$ cat config.mk
export PLATFORM = sky130hd
export DESIGN_NAME = packet_radio_ack_link_controller
export DESIGN_NICKNAME = d
export VERILOG_FILES = /design/src/rtl/core/prack_pkg.sv /design/src/rtl/core/prack_step.sv /design/src/rtl/core/prack_stats.sv /design/src/rtl/core/packet_radio_ack_link_controller.sv
export SDC_FILE = /design/constraint.sdc
export NUM_CORES = 1
export LEC_CHECK = 0
export ABC_AREA = 1
export BUFFER_PORTS_ARGS = -buffer_cell sky130_fd_sc_hd__buf_2
export CAP_MARGIN = 15
export CELL_PAD_IN_SITES_DETAIL_PLACEMENT = 0
export CELL_PAD_IN_SITES_GLOBAL_PLACEMENT = 1
export CORE_MARGIN = 2
export CORE_UTILIZATION = 31
export DETAILED_ROUTE_END_ITERATION = 7
export GPL_ROUTABILITY_DRIVEN = 0
export PLACE_DENSITY = 0.64
export SYNTH_ARGS = -nofsm -noshare
export SYNTH_HDL_FRONTEND = slang
export SYNTH_SLANG_ARGS = --single-unit
$ cat constraint.sdc
create_clock -name clk -period 7.68 [get_ports clk]
set_clock_uncertainty 0.15 [all_clocks]
set_input_delay 1.152 -clock clk [delete_from_list [all_inputs] [get_ports clk]]
set_output_delay 1.152 -clock clk [all_outputs]
set_load 0.05 [all_outputs]
$ cat src/rtl/core/prack_pkg.sv
// Shared types, codes and constants of the packet radio ack link controller.
package prack_pkg;

    localparam int MAX_PAYLOAD_DEF = 64;

    localparam int IN_TDATA_W  = 80;
    localparam int OUT_TDATA_W = 48;
    localparam int CFG_INDEX_W = 8;
    localparam int CFG_DATA_W  = 16;

    typedef enum logic [2:0] {
        FN_SEND      = 3'd0,
        FN_TX_DONE   = 3'd1,
        FN_RX_FRAME  = 3'd2,
        FN_READ      = 3'd3,
        FN_ACK_POLL  = 3'd4,
        FN_GIVE_UP   = 3'd5,
        FN_SET_MODE  = 3'd6
    } func_t;

    typedef enum logic [2:0] {
        ST_OK        = 3'd0,
        ST_EMPTY     = 3'd1,
        ST_BUSY      = 3'd2,
        ST_NO_MSG    = 3'd3,
        ST_TOO_LONG  = 3'd4,
        ST_BUF_SHORT = 3'd5,
        ST_ACK_TMO   = 3'd6
    } status_t;

    // radio modes; default_mode may hold any 3-bit code, so these stay plain constants
    localparam logic [2:0] MODE_SLEEP   = 3'd0;
    localparam logic [2:0] MODE_STANDBY = 3'd1;
    localparam logic [2:0] MODE_FS      = 3'd2;
    localparam logic [2:0] MODE_TX      = 3'd3;
    localparam logic [2:0] MODE_RX      = 3'd4;
    localparam logic [2:0] MODE_LISTEN  = 3'd5;

    localparam logic [CFG_INDEX_W-1:0] CFG_DEFAULT_MODE  = 8'd0;
    localparam logic [CFG_INDEX_W-1:0] CFG_ACK_TIMEOUT   = 8'd1;
    localparam logic [CFG_INDEX_W-1:0] CFG_MAX_TITLE     = 8'd2;
    localparam logic [CFG_INDEX_W-1:0] CFG_MAX_RX_LENGTH = 8'd3;

    typedef struct packed {
        logic [2:0]  default_mode;
        logic [15:0] ack_timeout_ms;
        logic [5:0]  max_title;
        logic [6:0]  max_rx_length;
    } cfg_t;

    typedef struct packed {
        func_t       func;
        logic [31:0] now_ms;
        logic [7:0]  length;
        logic [5:0]  title;
        logic        want_ack;
        logic [7:0]  rx_frame_length;
        logic        rx_is_ack;
        logic        rx_want_ack;
        logic [5:0]  rx_title;
        logic [7:0]  rx_rssi_raw;
        logic [2:0]  new_mode;
    } item_t;

    typedef struct packed {
        logic [2:0]  status;
        logic [2:0]  radio_mode;
        logic [7:0]  frame_length;
        logic [5:0]  frame_title;
        logic        frame_want_ack;
        logic        frame_is_ack;
        logic [7:0]  msg_length;
        logic [5:0]  msg_title;
        logic [7:0]  msg_rssi;
        logic        waiting_ack;
        logic        ack_received;
        logic        message_ready;
    } res_t;

    typedef struct packed {
        logic        tx_msg_busy;
        logic        tx_ack_busy;
        logic        awaiting_ack;
        logic        ack_seen;
        logic        msg_held;
        logic [2:0]  mode_now;
        logic [31:0] last_tx_time;
        logic [7:0]  held_length;
        logic [5:0]  held_title;
        logic        held_want_ack;
        logic [7:0]  held_rssi;
    } link_state_t;

    // statistics events of one step
    typedef struct packed {
        logic        sent;
        logic        received;
        logic        stray_ack;
        logic        ack;
        logic [31:0] wait_ms;
        logic [31:0] rx_time;
    } stat_evt_t;

    typedef struct packed {
        logic [31:0] sent_count;
        logic [31:0] received_count;
        logic [31:0] unexpected_ack_count;
        logic [31:0] ack_count;
        logic [31:0] ack_wait_sum;
        logic [31:0] ack_wait_max;
        logic [31:0] ack_wait_last;
        logic [31:0] held_rx_time;
    } stats_t;

endpackage

$ cat src/rtl/core/prack_step.sv
// Next-state and result logic for one link event.
module prack_step #(
    parameter int MAX_PAYLOAD = prack_pkg::MAX_PAYLOAD_DEF
) (
    input  prack_pkg::link_state_t st,
    input  prack_pkg::cfg_t        cfg,
    input  prack_pkg::item_t       item,
    output prack_pkg::link_state_t st_next,
    output prack_pkg::res_t        res,
    output prack_pkg::stat_evt_t   evt
);
    import prack_pkg::*;

    // mode change that cannot wait: listen is refused
    function automatic logic [2:0] fast_mode(input logic [2:0] cur, input logic [2:0] m);
        fast_mode = (m == MODE_LISTEN) ? cur : m;
    endfunction

    logic [31:0] since_tx;
    logic [2:0]  status;
    logic [7:0]  f_len;
    logic [5:0]  f_title;
    logic        f_want;
    logic        f_ack;
    logic        tx_busy;
    logic        mode_ok;

    assign since_tx = item.now_ms - st.last_tx_time;
    assign tx_busy  = st.tx_msg_busy | st.tx_ack_busy;
    assign mode_ok  = (item.new_mode == MODE_SLEEP) || (item.new_mode == MODE_STANDBY) ||
                      (item.new_mode == MODE_FS) || (item.new_mode == MODE_RX) ||
                      (item.new_mode == MODE_LISTEN);

    always_comb
    begin
        st_next = st;
        status  = ST_OK;
        f_len   = '0;
        f_title = '0;
        f_want  = 1'b0;
        f_ack   = 1'b0;
        evt     = '0;
        evt.wait_ms = since_tx;
        evt.rx_time = item.now_ms;

        unique case (item.func)
            FN_SEND:
            begin
                if (item.length == 8'd0)
                    status = ST_EMPTY;
                else if (item.length > 8'(MAX_PAYLOAD))
                    status = ST_TOO_LONG;
                else if (tx_busy)
                    status = ST_BUSY;
                else
                begin
                    f_len   = item.length + 8'd1;
                    f_title = (item.title > cfg.max_title) ? 6'd0 : item.title;
                    f_want  = item.want_ack;
                    st_next.mode_now     = MODE_TX;
                    st_next.tx_msg_busy  = 1'b1;
                    st_next.awaiting_ack = item.want_ack;
                    st_next.ack_seen     = 1'b0;
                    st_next.last_tx_time = item.now_ms;
                end
            end
            FN_TX_DONE:
            begin
                if (st.tx_msg_busy)
                begin
                    st_next.mode_now = fast_mode(st.mode_now,
                                                 st.awaiting_ack ? MODE_RX : cfg.default_mode);
                    st_next.tx_msg_busy = 1'b0;
                    evt.sent = 1'b1;
                end
                else if (st.tx_ack_busy)
                begin
                    st_next.mode_now    = fast_mode(st.mode_now, cfg.default_mode);
                    st_next.tx_ack_busy = 1'b0;
                end
            end
            FN_RX_FRAME:
            begin
                if (!tx_busy && (st.mode_now == MODE_RX || st.mode_now == MODE_LISTEN))
                begin
                    if (st.awaiting_ack && item.rx_is_ack)
                    begin
                        st_next.mode_now     = fast_mode(MODE_STANDBY, cfg.default_mode);
                        st_next.awaiting_ack = 1'b0;
                        st_next.ack_seen     = 1'b1;
                        evt.ack = 1'b1;
                    end
                    else if (item.rx_is_ack)
                        evt.stray_ack = 1'b1;
                    else
                    begin
                        st_next.mode_now      = MODE_STANDBY;
                        st_next.msg_held      = 1'b1;
                        st_next.held_length   = (item.rx_frame_length == 8'd0) ? 8'd0 :
                                                item.rx_frame_length - 8'd1;
                        st_next.held_title    = item.rx_title;
                        st_next.held_want_ack = item.rx_want_ack;
                        st_next.held_rssi     = 8'd0 - {1'b0, item.rx_rssi_raw[7:1]};
                        evt.received = 1'b1;
                    end
                end
            end
            FN_READ:
            begin
                if (!st.msg_held)
                    status = ST_NO_MSG;
                else if ({1'b0, cfg.max_rx_length} < st.held_length)
                    status = ST_TOO_LONG;
                else if (item.length < st.held_length)
                    status = ST_BUF_SHORT;
                else if (st.held_want_ack && st.tx_msg_busy)
                    status = ST_BUSY;
                else if (st.held_want_ack)
                begin
                    f_len = 8'd1;
                    f_ack = 1'b1;
                    st_next.mode_now    = MODE_TX;
                    st_next.tx_ack_busy = 1'b1;
                    st_next.msg_held    = 1'b0;
                end
                else
                begin
                    st_next.mode_now = cfg.default_mode;
                    st_next.msg_held = 1'b0;
                end
            end
            FN_ACK_POLL:
            begin
                if (st.awaiting_ack && (since_tx > {16'd0, cfg.ack_timeout_ms}))
                begin
                    st_next.awaiting_ack = 1'b0;
                    status = ST_ACK_TMO;
                end
            end
            FN_GIVE_UP:
                st_next.awaiting_ack = 1'b0;
            FN_SET_MODE:
            begin
                if (mode_ok)
                    st_next.mode_now = item.new_mode;
            end
            default:
            begin
                // unused function code: no effect
            end
        endcase
    end

    always_comb
    begin
        res.status         = status;
        res.radio_mode     = st_next.mode_now;
        res.frame_length   = f_len;
        res.frame_title    = f_title;
        res.frame_want_ack = f_want;
        res.frame_is_ack   = f_ack;
        res.msg_length     = st_next.held_length;
        res.msg_title      = st_next.held_title;
        res.msg_rssi       = st_next.held_rssi;
        res.waiting_ack    = st_next.awaiting_ack;
        res.ack_received   = st_next.ack_seen;
        res.message_ready  = st_next.msg_held;
    end

endmodule

$ cat src/rtl/core/prack_stats.sv
// Traffic counters and ack wait statistics.
module prack_stats (
    input  logic                 clk,
    input  logic                 rst_n,
    input  logic                 en,
    input  prack_pkg::stat_evt_t evt,
    output prack_pkg::stats_t    stats
);
    import prack_pkg::*;

    stats_t stats_reg;
    stats_t stats_next;

    always_comb
    begin
        stats_next = stats_reg;
        if (en)
        begin
            if (evt.sent)
                stats_next.sent_count = stats_reg.sent_count + 32'd1;
            if (evt.stray_ack)
                stats_next.unexpected_ack_count = stats_reg.unexpected_ack_count + 32'd1;
            if (evt.received)
            begin
                stats_next.received_count = stats_reg.received_count + 32'd1;
                stats_next.held_rx_time   = evt.rx_time;
            end
            if (evt.ack)
            begin
                stats_next.ack_wait_last = evt.wait_ms;
                if (evt.wait_ms > stats_reg.ack_wait_max)
                    stats_next.ack_wait_max = evt.wait_ms;
                stats_next.ack_count    = stats_reg.ack_count + 32'd1;
                stats_next.ack_wait_sum = stats_reg.ack_wait_sum + evt.wait_ms;
            end
        end
    end

    always_ff @(posedge clk or negedge rst_n)
    begin
        if (!rst_n)
            stats_reg <= '0;
        else
            stats_reg <= stats_next;
    end

    assign stats = stats_reg;

endmodule

$ cat src/rtl/core/packet_radio_ack_link_controller.sv
// Top level of the packet radio ack link controller: channels, registers, state.
//
//  channel | direction | transfer when          | payload
//  --------+-----------+------------------------+-------------------------------
//  s_axis  | in        | s_axis_tvalid & tready | tuser func, tdata event fields
//  m_axis  | out       | m_axis_tvalid & tready | tdata status, mode, frame, msg
//  cfg     | in        | cfg_valid & cfg_ready  | cfg_index, cfg_data
//
// One event per cycle while results are taken; path: input register, result register.
// Each event's state update is registered with its result, so the next event can use it.
// Reset: all flags clear, mode standby, held fields and statistics zero, config defaults.
// A stalled result holds in the result register; the input register still takes
// one more event and then s_axis_tready drops until the result is taken.
// cfg_ready is always high; writes are expected only while the block is idle.
module packet_radio_ack_link_controller #(
    parameter int MAX_PAYLOAD = prack_pkg::MAX_PAYLOAD_DEF
) (
    input  logic                                clk,
    input  logic                                rst_n,
    input  logic                                s_axis_tvalid,
    output logic                                s_axis_tready,
    // [31:0] now_ms, [39:32] length, [45:40] title, [46] want_ack,
    // [54:47] rx_frame_length, [55] rx_is_ack, [56] rx_want_ack,
    // [62:57] rx_title, [70:63] rx_rssi_raw, [73:71] new_mode, [79:74] zero
    input  logic [prack_pkg::IN_TDATA_W-1:0]    s_axis_tdata,
    // [2:0] func
    input  logic [2:0]                          s_axis_tuser,
    output logic                                m_axis_tvalid,
    input  logic                                m_axis_tready,
    // [2:0] status, [5:3] radio_mode, [13:6] frame_length, [19:14] frame_title,
    // [20] frame_want_ack, [21] frame_is_ack, [29:22] msg_length, [35:30] msg_title,
    // [43:36] msg_rssi, [44] waiting_ack, [45] ack_received, [46] message_ready,
    // [47] zero
    output logic [prack_pkg::OUT_TDATA_W-1:0]   m_axis_tdata,
    input  logic                                cfg_valid,
    output logic                                cfg_ready,
    input  logic [prack_pkg::CFG_INDEX_W-1:0]   cfg_index,
    input  logic [prack_pkg::CFG_DATA_W-1:0]    cfg_data
);
    import prack_pkg::*;

    // input register
    item_t       in_item_reg;
    logic        in_valid_reg;
    // result register
    res_t        out_res_reg;
    logic        out_valid_reg;
    // link state and config
    link_state_t st_reg;
    link_state_t st_next;
    cfg_t        cfg_reg;

    res_t        res_next;
    stat_evt_t   evt;
    stats_t      stats;
    item_t       in_item;
    logic        advance;

    // event moves from the input register into the result register
    assign advance       = in_valid_reg & (~out_valid_reg | m_axis_tready);
    assign s_axis_tready = ~in_valid_reg | advance;
    assign cfg_ready     = 1'b1;

    always_comb
    begin
        in_item.func            = func_t'(s_axis_tuser);
        in_item.now_ms          = s_axis_tdata[31:0];
        in_item.length          = s_axis_tdata[39:32];
        in_item.title           = s_axis_tdata[45:40];
        in_item.want_ack        = s_axis_tdata[46];
        in_item.rx_frame_length = s_axis_tdata[54:47];
        in_item.rx_is_ack       = s_axis_tdata[55];
        in_item.rx_want_ack     = s_axis_tdata[56];
        in_item.rx_title        = s_axis_tdata[62:57];
        in_item.rx_rssi_raw     = s_axis_tdata[70:63];
        in_item.new_mode        = s_axis_tdata[73:71];
    end

    prack_step #(
        .MAX_PAYLOAD (MAX_PAYLOAD)
    ) u_step (
        .st      (st_reg),
        .cfg     (cfg_reg),
        .item    (in_item_reg),
        .st_next (st_next),
        .res     (res_next),
        .evt     (evt)
    );

    prack_stats u_stats (
        .clk   (clk),
        .rst_n (rst_n),
        .en    (advance),
        .evt   (evt),
        .stats (stats)
    );

    // handshake control
    always_ff @(posedge clk or negedge rst_n)
    begin
        if (!rst_n)
        begin
            in_valid_reg  <= 1'b0;
            out_valid_reg <= 1'b0;
        end
        else
        begin
            if (s_axis_tready)
                in_valid_reg <= s_axis_tvalid;
            if (advance)
                out_valid_reg <= 1'b1;
            else if (m_axis_tready)
                out_valid_reg <= 1'b0;
        end
    end

    // payload registers
    always_ff @(posedge clk)
    begin
        if (s_axis_tready && s_axis_tvalid)
            in_item_reg <= in_item;
        if (advance)
            out_res_reg <= res_next;
    end

    // link state: everything clear, radio in standby
    always_ff @(posedge clk or negedge rst_n)
    begin
        if (!rst_n)
            st_reg <= '{1'b0, 1'b0, 1'b0, 1'b0, 1'b0, MODE_STANDBY,
                        32'd0, 8'd0, 6'd0, 1'b0, 8'd0};
        else if (advance)
            st_reg <= st_next;
    end

    // configuration registers
    always_ff @(posedge clk or negedge rst_n)
    begin
        if (!rst_n)
        begin
            cfg_reg.default_mode   <= MODE_STANDBY;
            cfg_reg.ack_timeout_ms <= 16'd30;
            cfg_reg.max_title      <= 6'd63;
            cfg_reg.max_rx_length  <= 7'd64;
        end
        else if (cfg_valid && cfg_ready)
        begin
            unique case (cfg_index)
                CFG_DEFAULT_MODE:  cfg_reg.default_mode   <= cfg_data[2:0];
                CFG_ACK_TIMEOUT:   cfg_reg.ack_timeout_ms <= cfg_data[15:0];
                CFG_MAX_TITLE:     cfg_reg.max_title      <= cfg_data[5:0];
                CFG_MAX_RX_LENGTH: cfg_reg.max_rx_length  <= cfg_data[6:0];
                default:
                begin
                    // unmapped index: ignored
                end
            endcase
        end
    end

    assign m_axis_tvalid = out_valid_reg;
    // first field in the lowest bits
    assign m_axis_tdata  = {1'b0,
                            out_res_reg.message_ready,
                            out_res_reg.ack_received,
                            out_res_reg.waiting_ack,
                            out_res_reg.msg_rssi,
                            out_res_reg.msg_title,
                            out_res_reg.msg_length,
                            out_res_reg.frame_is_ack,
                            out_res_reg.frame_want_ack,
                            out_res_reg.frame_title,
                            out_res_reg.frame_length,
                            out_res_reg.radio_mode,
                            out_res_reg.status};

    // only one transmission can be in flight
    a_one_tx: assert property (@(posedge clk) disable iff (!rst_n)
        !(st_reg.tx_msg_busy && st_reg.tx_ack_busy))
        else $error("message and ack transmissions both busy");

    // a frame on the air always leaves the radio in tx
    a_frame_tx_mode: assert property (@(posedge clk) disable iff (!rst_n)
        (m_axis_tvalid && out_res_reg.frame_length != 8'd0) |->
        (out_res_reg.radio_mode == MODE_TX))
        else $error("frame sent without tx mode");

    // largest ack wait never below the latest one
    a_wait_max: assert property (@(posedge clk) disable iff (!rst_n)
        stats.ack_wait_max >= stats.ack_wait_last)
        else $error("ack wait max below last wait");

    // a stalled result keeps its contents
    a_out_hold: assert property (@(posedge clk) disable iff (!rst_n)
        (m_axis_tvalid && !m_axis_tready) |=> $stable(out_res_reg))
        else $error("stalled result changed");

endmodule

==> out/metrics.cfg <==
[logic_synthesis]
ys_seq_area_frac=0.506
ys_ff_latch=220
yosysMostFrequentCell=nand2_1
synth_area_um2=12100
synth_ff_type=edfxtp_1
yosysTopAreaCell=edfxtp_1
synth_edf_count=123
ys_types=57
syn_inst=1434
syn_avg_cell_area_um2=8.46
synth.top_cells.by_count=nand2_1, inv_1, edfxtp_1
yosysWarnings=0
synthTopCellsByArea=edfxtp_1, dfrtp_1, nand2_1
synthArstFlopShare=0.441
synth_top_area_frac=0.305

[finish]
multi_input_comb_area_um2=4850
largest_reg_flops=76
drive_above_1_share=0.160
finalNetCount=1782
stdcell_area_um2=14400
regArea_um2=6140
utilization=0.373
n_fill_cell=4034
syn2layout_area_growth_pct=18.7

[power_and_ir_drop]
p_int_mw=2.71
p_comb_frac=0.323
powerDensity_nw_per_um2=295
seq_power_share=0.368
peakVddDrop_v=0.000174
p_leak_nw=7.18
pwr-share-clk=0.309
power.switching_mw=1.54
switching_share=0.362

[critical_path]
r2r-start=st_reg[23]
path_delay_family=simple AND/OR/NAND/NOR gates
startpoint=st_reg[23]
crit_required_ns=7.83
r2r_setup_slack_ns=3.81
critPathBufInv=1
worstSetupPathType=reg -> reg
arrival_ns=4.01
end_kind=register
start_kind=register
critical-path-slowest-cell=fa_1
path_max_fanout=3
rr_worst_depth=22
cpPeakStageDelay_ns=0.41
path_cells=ha_1 -> fa_1 -> inv_1 -> nand3_1 -> nand3_1 -> nand3_1 -> nand3_2 -> xor2_1 -> ha_1 -> nand2_1 -> nor2_1 -> nand3_1 -> nor2_1 -> nand4_1 -> nand2_1 -> nand3_1 -> nor2_1 -> nand2_1 -> nor2_2 -> nand2_1 -> nand2_1 -> o211ai_1
r2r_end=m_axis_tdata[2]

[clocking]
clock-root-buffer=clkbuf_16
cts.clk_slew.worst_paths_ns=0.06
cts_hold_buf=0
cts_made_buffers=27
cts_htree_levels=1
clk_latency_ns=0.56
cts_setup_buffers=0
ctsLongestPathBuffers=3
cts_tree=done
cts.sinks=220
cts_resized=0

[sta]
hold_viol_final=0
setup-tns-final_ns=0
tightest_slew_ns=1.09
fmaxAchievable_mhz=259
report.final.slew_viol_count=0
fin_ws_ns=3.81
setup_viol=0
period_share=0.503
period_minus_slack_ns=3.87
rsz0062_at_grt=false
slew_headroom=0.274

[drt]
postRouteAntennaNets=0
vias=9436
wl_per_cell_um=14.3
dr.pass1.iters=5
drtIter0Drc=499
finalWirelength_um=30600
drc=0
via_per_inst=4.41

[grt]
grt_pass1_vias=9137
globalRouteOverflowTotal=0
antenna_found_initial=3
grt_max_degree=77
grt_pass1_wl_um=49600
grt_usage=0.152

[place]
dp_slack_ns=3.73
port_buffers=153
hpwl_um=23300
place_area_um2=13500

[flow_run]
maxCapViolations=0

[floorplanning]
chipHeight_um=202
io_pins=163
core_area_um2=38600
start_util=0.314
die_area_um2=40700
die_width_um=202
fp-row-count=72

[worst_hold_path]
min_from=cfg_reg[14]
worst_hold_path.endpoint=cfg_reg[14]
hp-class=reg -> reg
whs_path_depth=2

[run_status]
status=finished, final reports clean

[cells by family after synthesis]
logic type / Yosys count / share of synthesized area
AOI/OAI and AO/OA: 188 / 0.0846
xor gates and xnor gates: 27 / 0.0195
adders and majority gates: 71 / 0.0739
buffers and inverters: 297 / 0.0943
DFF: 220 / 0.506
muxes: 1 / 0.000929
other: 2 / 0.000619
and+or+nand+nor: 628 / 0.220
[worst max path at each step]
stage                            to  slack [ns]  cells past startpoint
floorplan            in_item_reg[0]        3.87                      4
global placement    m_axis_tdata[2]        3.72                     22
detailed placement  m_axis_tdata[2]        3.73                     22
CTS                 m_axis_tdata[2]        3.69                     22
global route        m_axis_tdata[2]        3.37                     22
finish              m_axis_tdata[2]        3.81                     22
[through the flow]
stage                     power (mW)  hold WS (ns)  instances
after global routing            4.57         0.354       2141
after floorplan                 2.59         0.280       1435
final                           4.25         0.339       2141
after CTS                       4.34         0.345       2138
after detailed placement        2.98         0.330       2088
after global placement          2.96         0.322       2088
[power by group through the flow]
stage / Combinational (mW) / Clock (mW) / Sequential (mW)
after floorplan: 0.863 / 0 / 1.73
after global placement: 1.37 / 0 / 1.59
after detailed placement: 1.39 / 0 / 1.59
after CTS: 1.40 / 1.37 / 1.57
after global routing: 1.58 / 1.41 / 1.59
final: 1.37 / 1.31 / 1.57
[worst reg2reg max path, cell delays in order, from the launching register on]
cell      delay [ns]
dfrtp_1         0.38
ha_1            0.23
fa_1            0.41
inv_1           0.13
nand3_1         0.08
nand3_1         0.16
nand3_1         0.11
nand3_2         0.14
xor2_1          0.11
ha_1            0.29
nand2_1         0.04
nor2_1          0.11
nand3_1         0.12
nor2_1          0.16
nand4_1         0.10
nand2_1         0.12
nand3_1         0.12
nor2_1          0.12
nand2_1         0.06
nor2_2          0.15
nand2_1         0.07
nand2_1         0.11
o211ai_1        0.09
[placed cells by master (no fill, tap or decap), types with 4 or more instances in the layout]
cell type,count
a21oi_1,71
and2_1,5
buf_2,152
buf_4,5
clkbuf_1,5
clkbuf_16,27
clkbuf_8,5
clkinv_2,6
dfrtp_1,84
dfstp_2,13
edfxtp_1,123
ha_1,70
inv_1,267
inv_2,7
nand2_1,378
nand2_2,14
nand3_1,53
nand3b_1,4
nand4_1,13
nor2_1,115
nor2_2,10
nor3_1,15
o211ai_1,5
o21ai_0,70
o21ai_1,12
o22ai_1,9
xnor2_1,5
xor2_1,22
[per-layer routing]
layer,track usage,vias up,wire (um),part of all wire
met4,0.0481,0,691,0.023
met2,0.244,189,13800,0.45
met5,0,-,0,0
met3,0.0190,42,1380,0.045
li1,-,4925,-,-
met1,0.214,4280,14700,0.48
[cell type report]
type / count / area share
Multi-Input combinational cell: 918 / 0.337
Antenna cell: 3 / 0.000521
Tap cell: 518 / 0.0450
Sequential cell: 220 / 0.426
Timing Repair Buffer: 157 / 0.0554
Inverter: 275 / 0.0718
Clock buffer: 37 / 0.0530
Clock inverter: 13 / 0.0110
No activity file was read; power rests on OpenSTA's default activity.
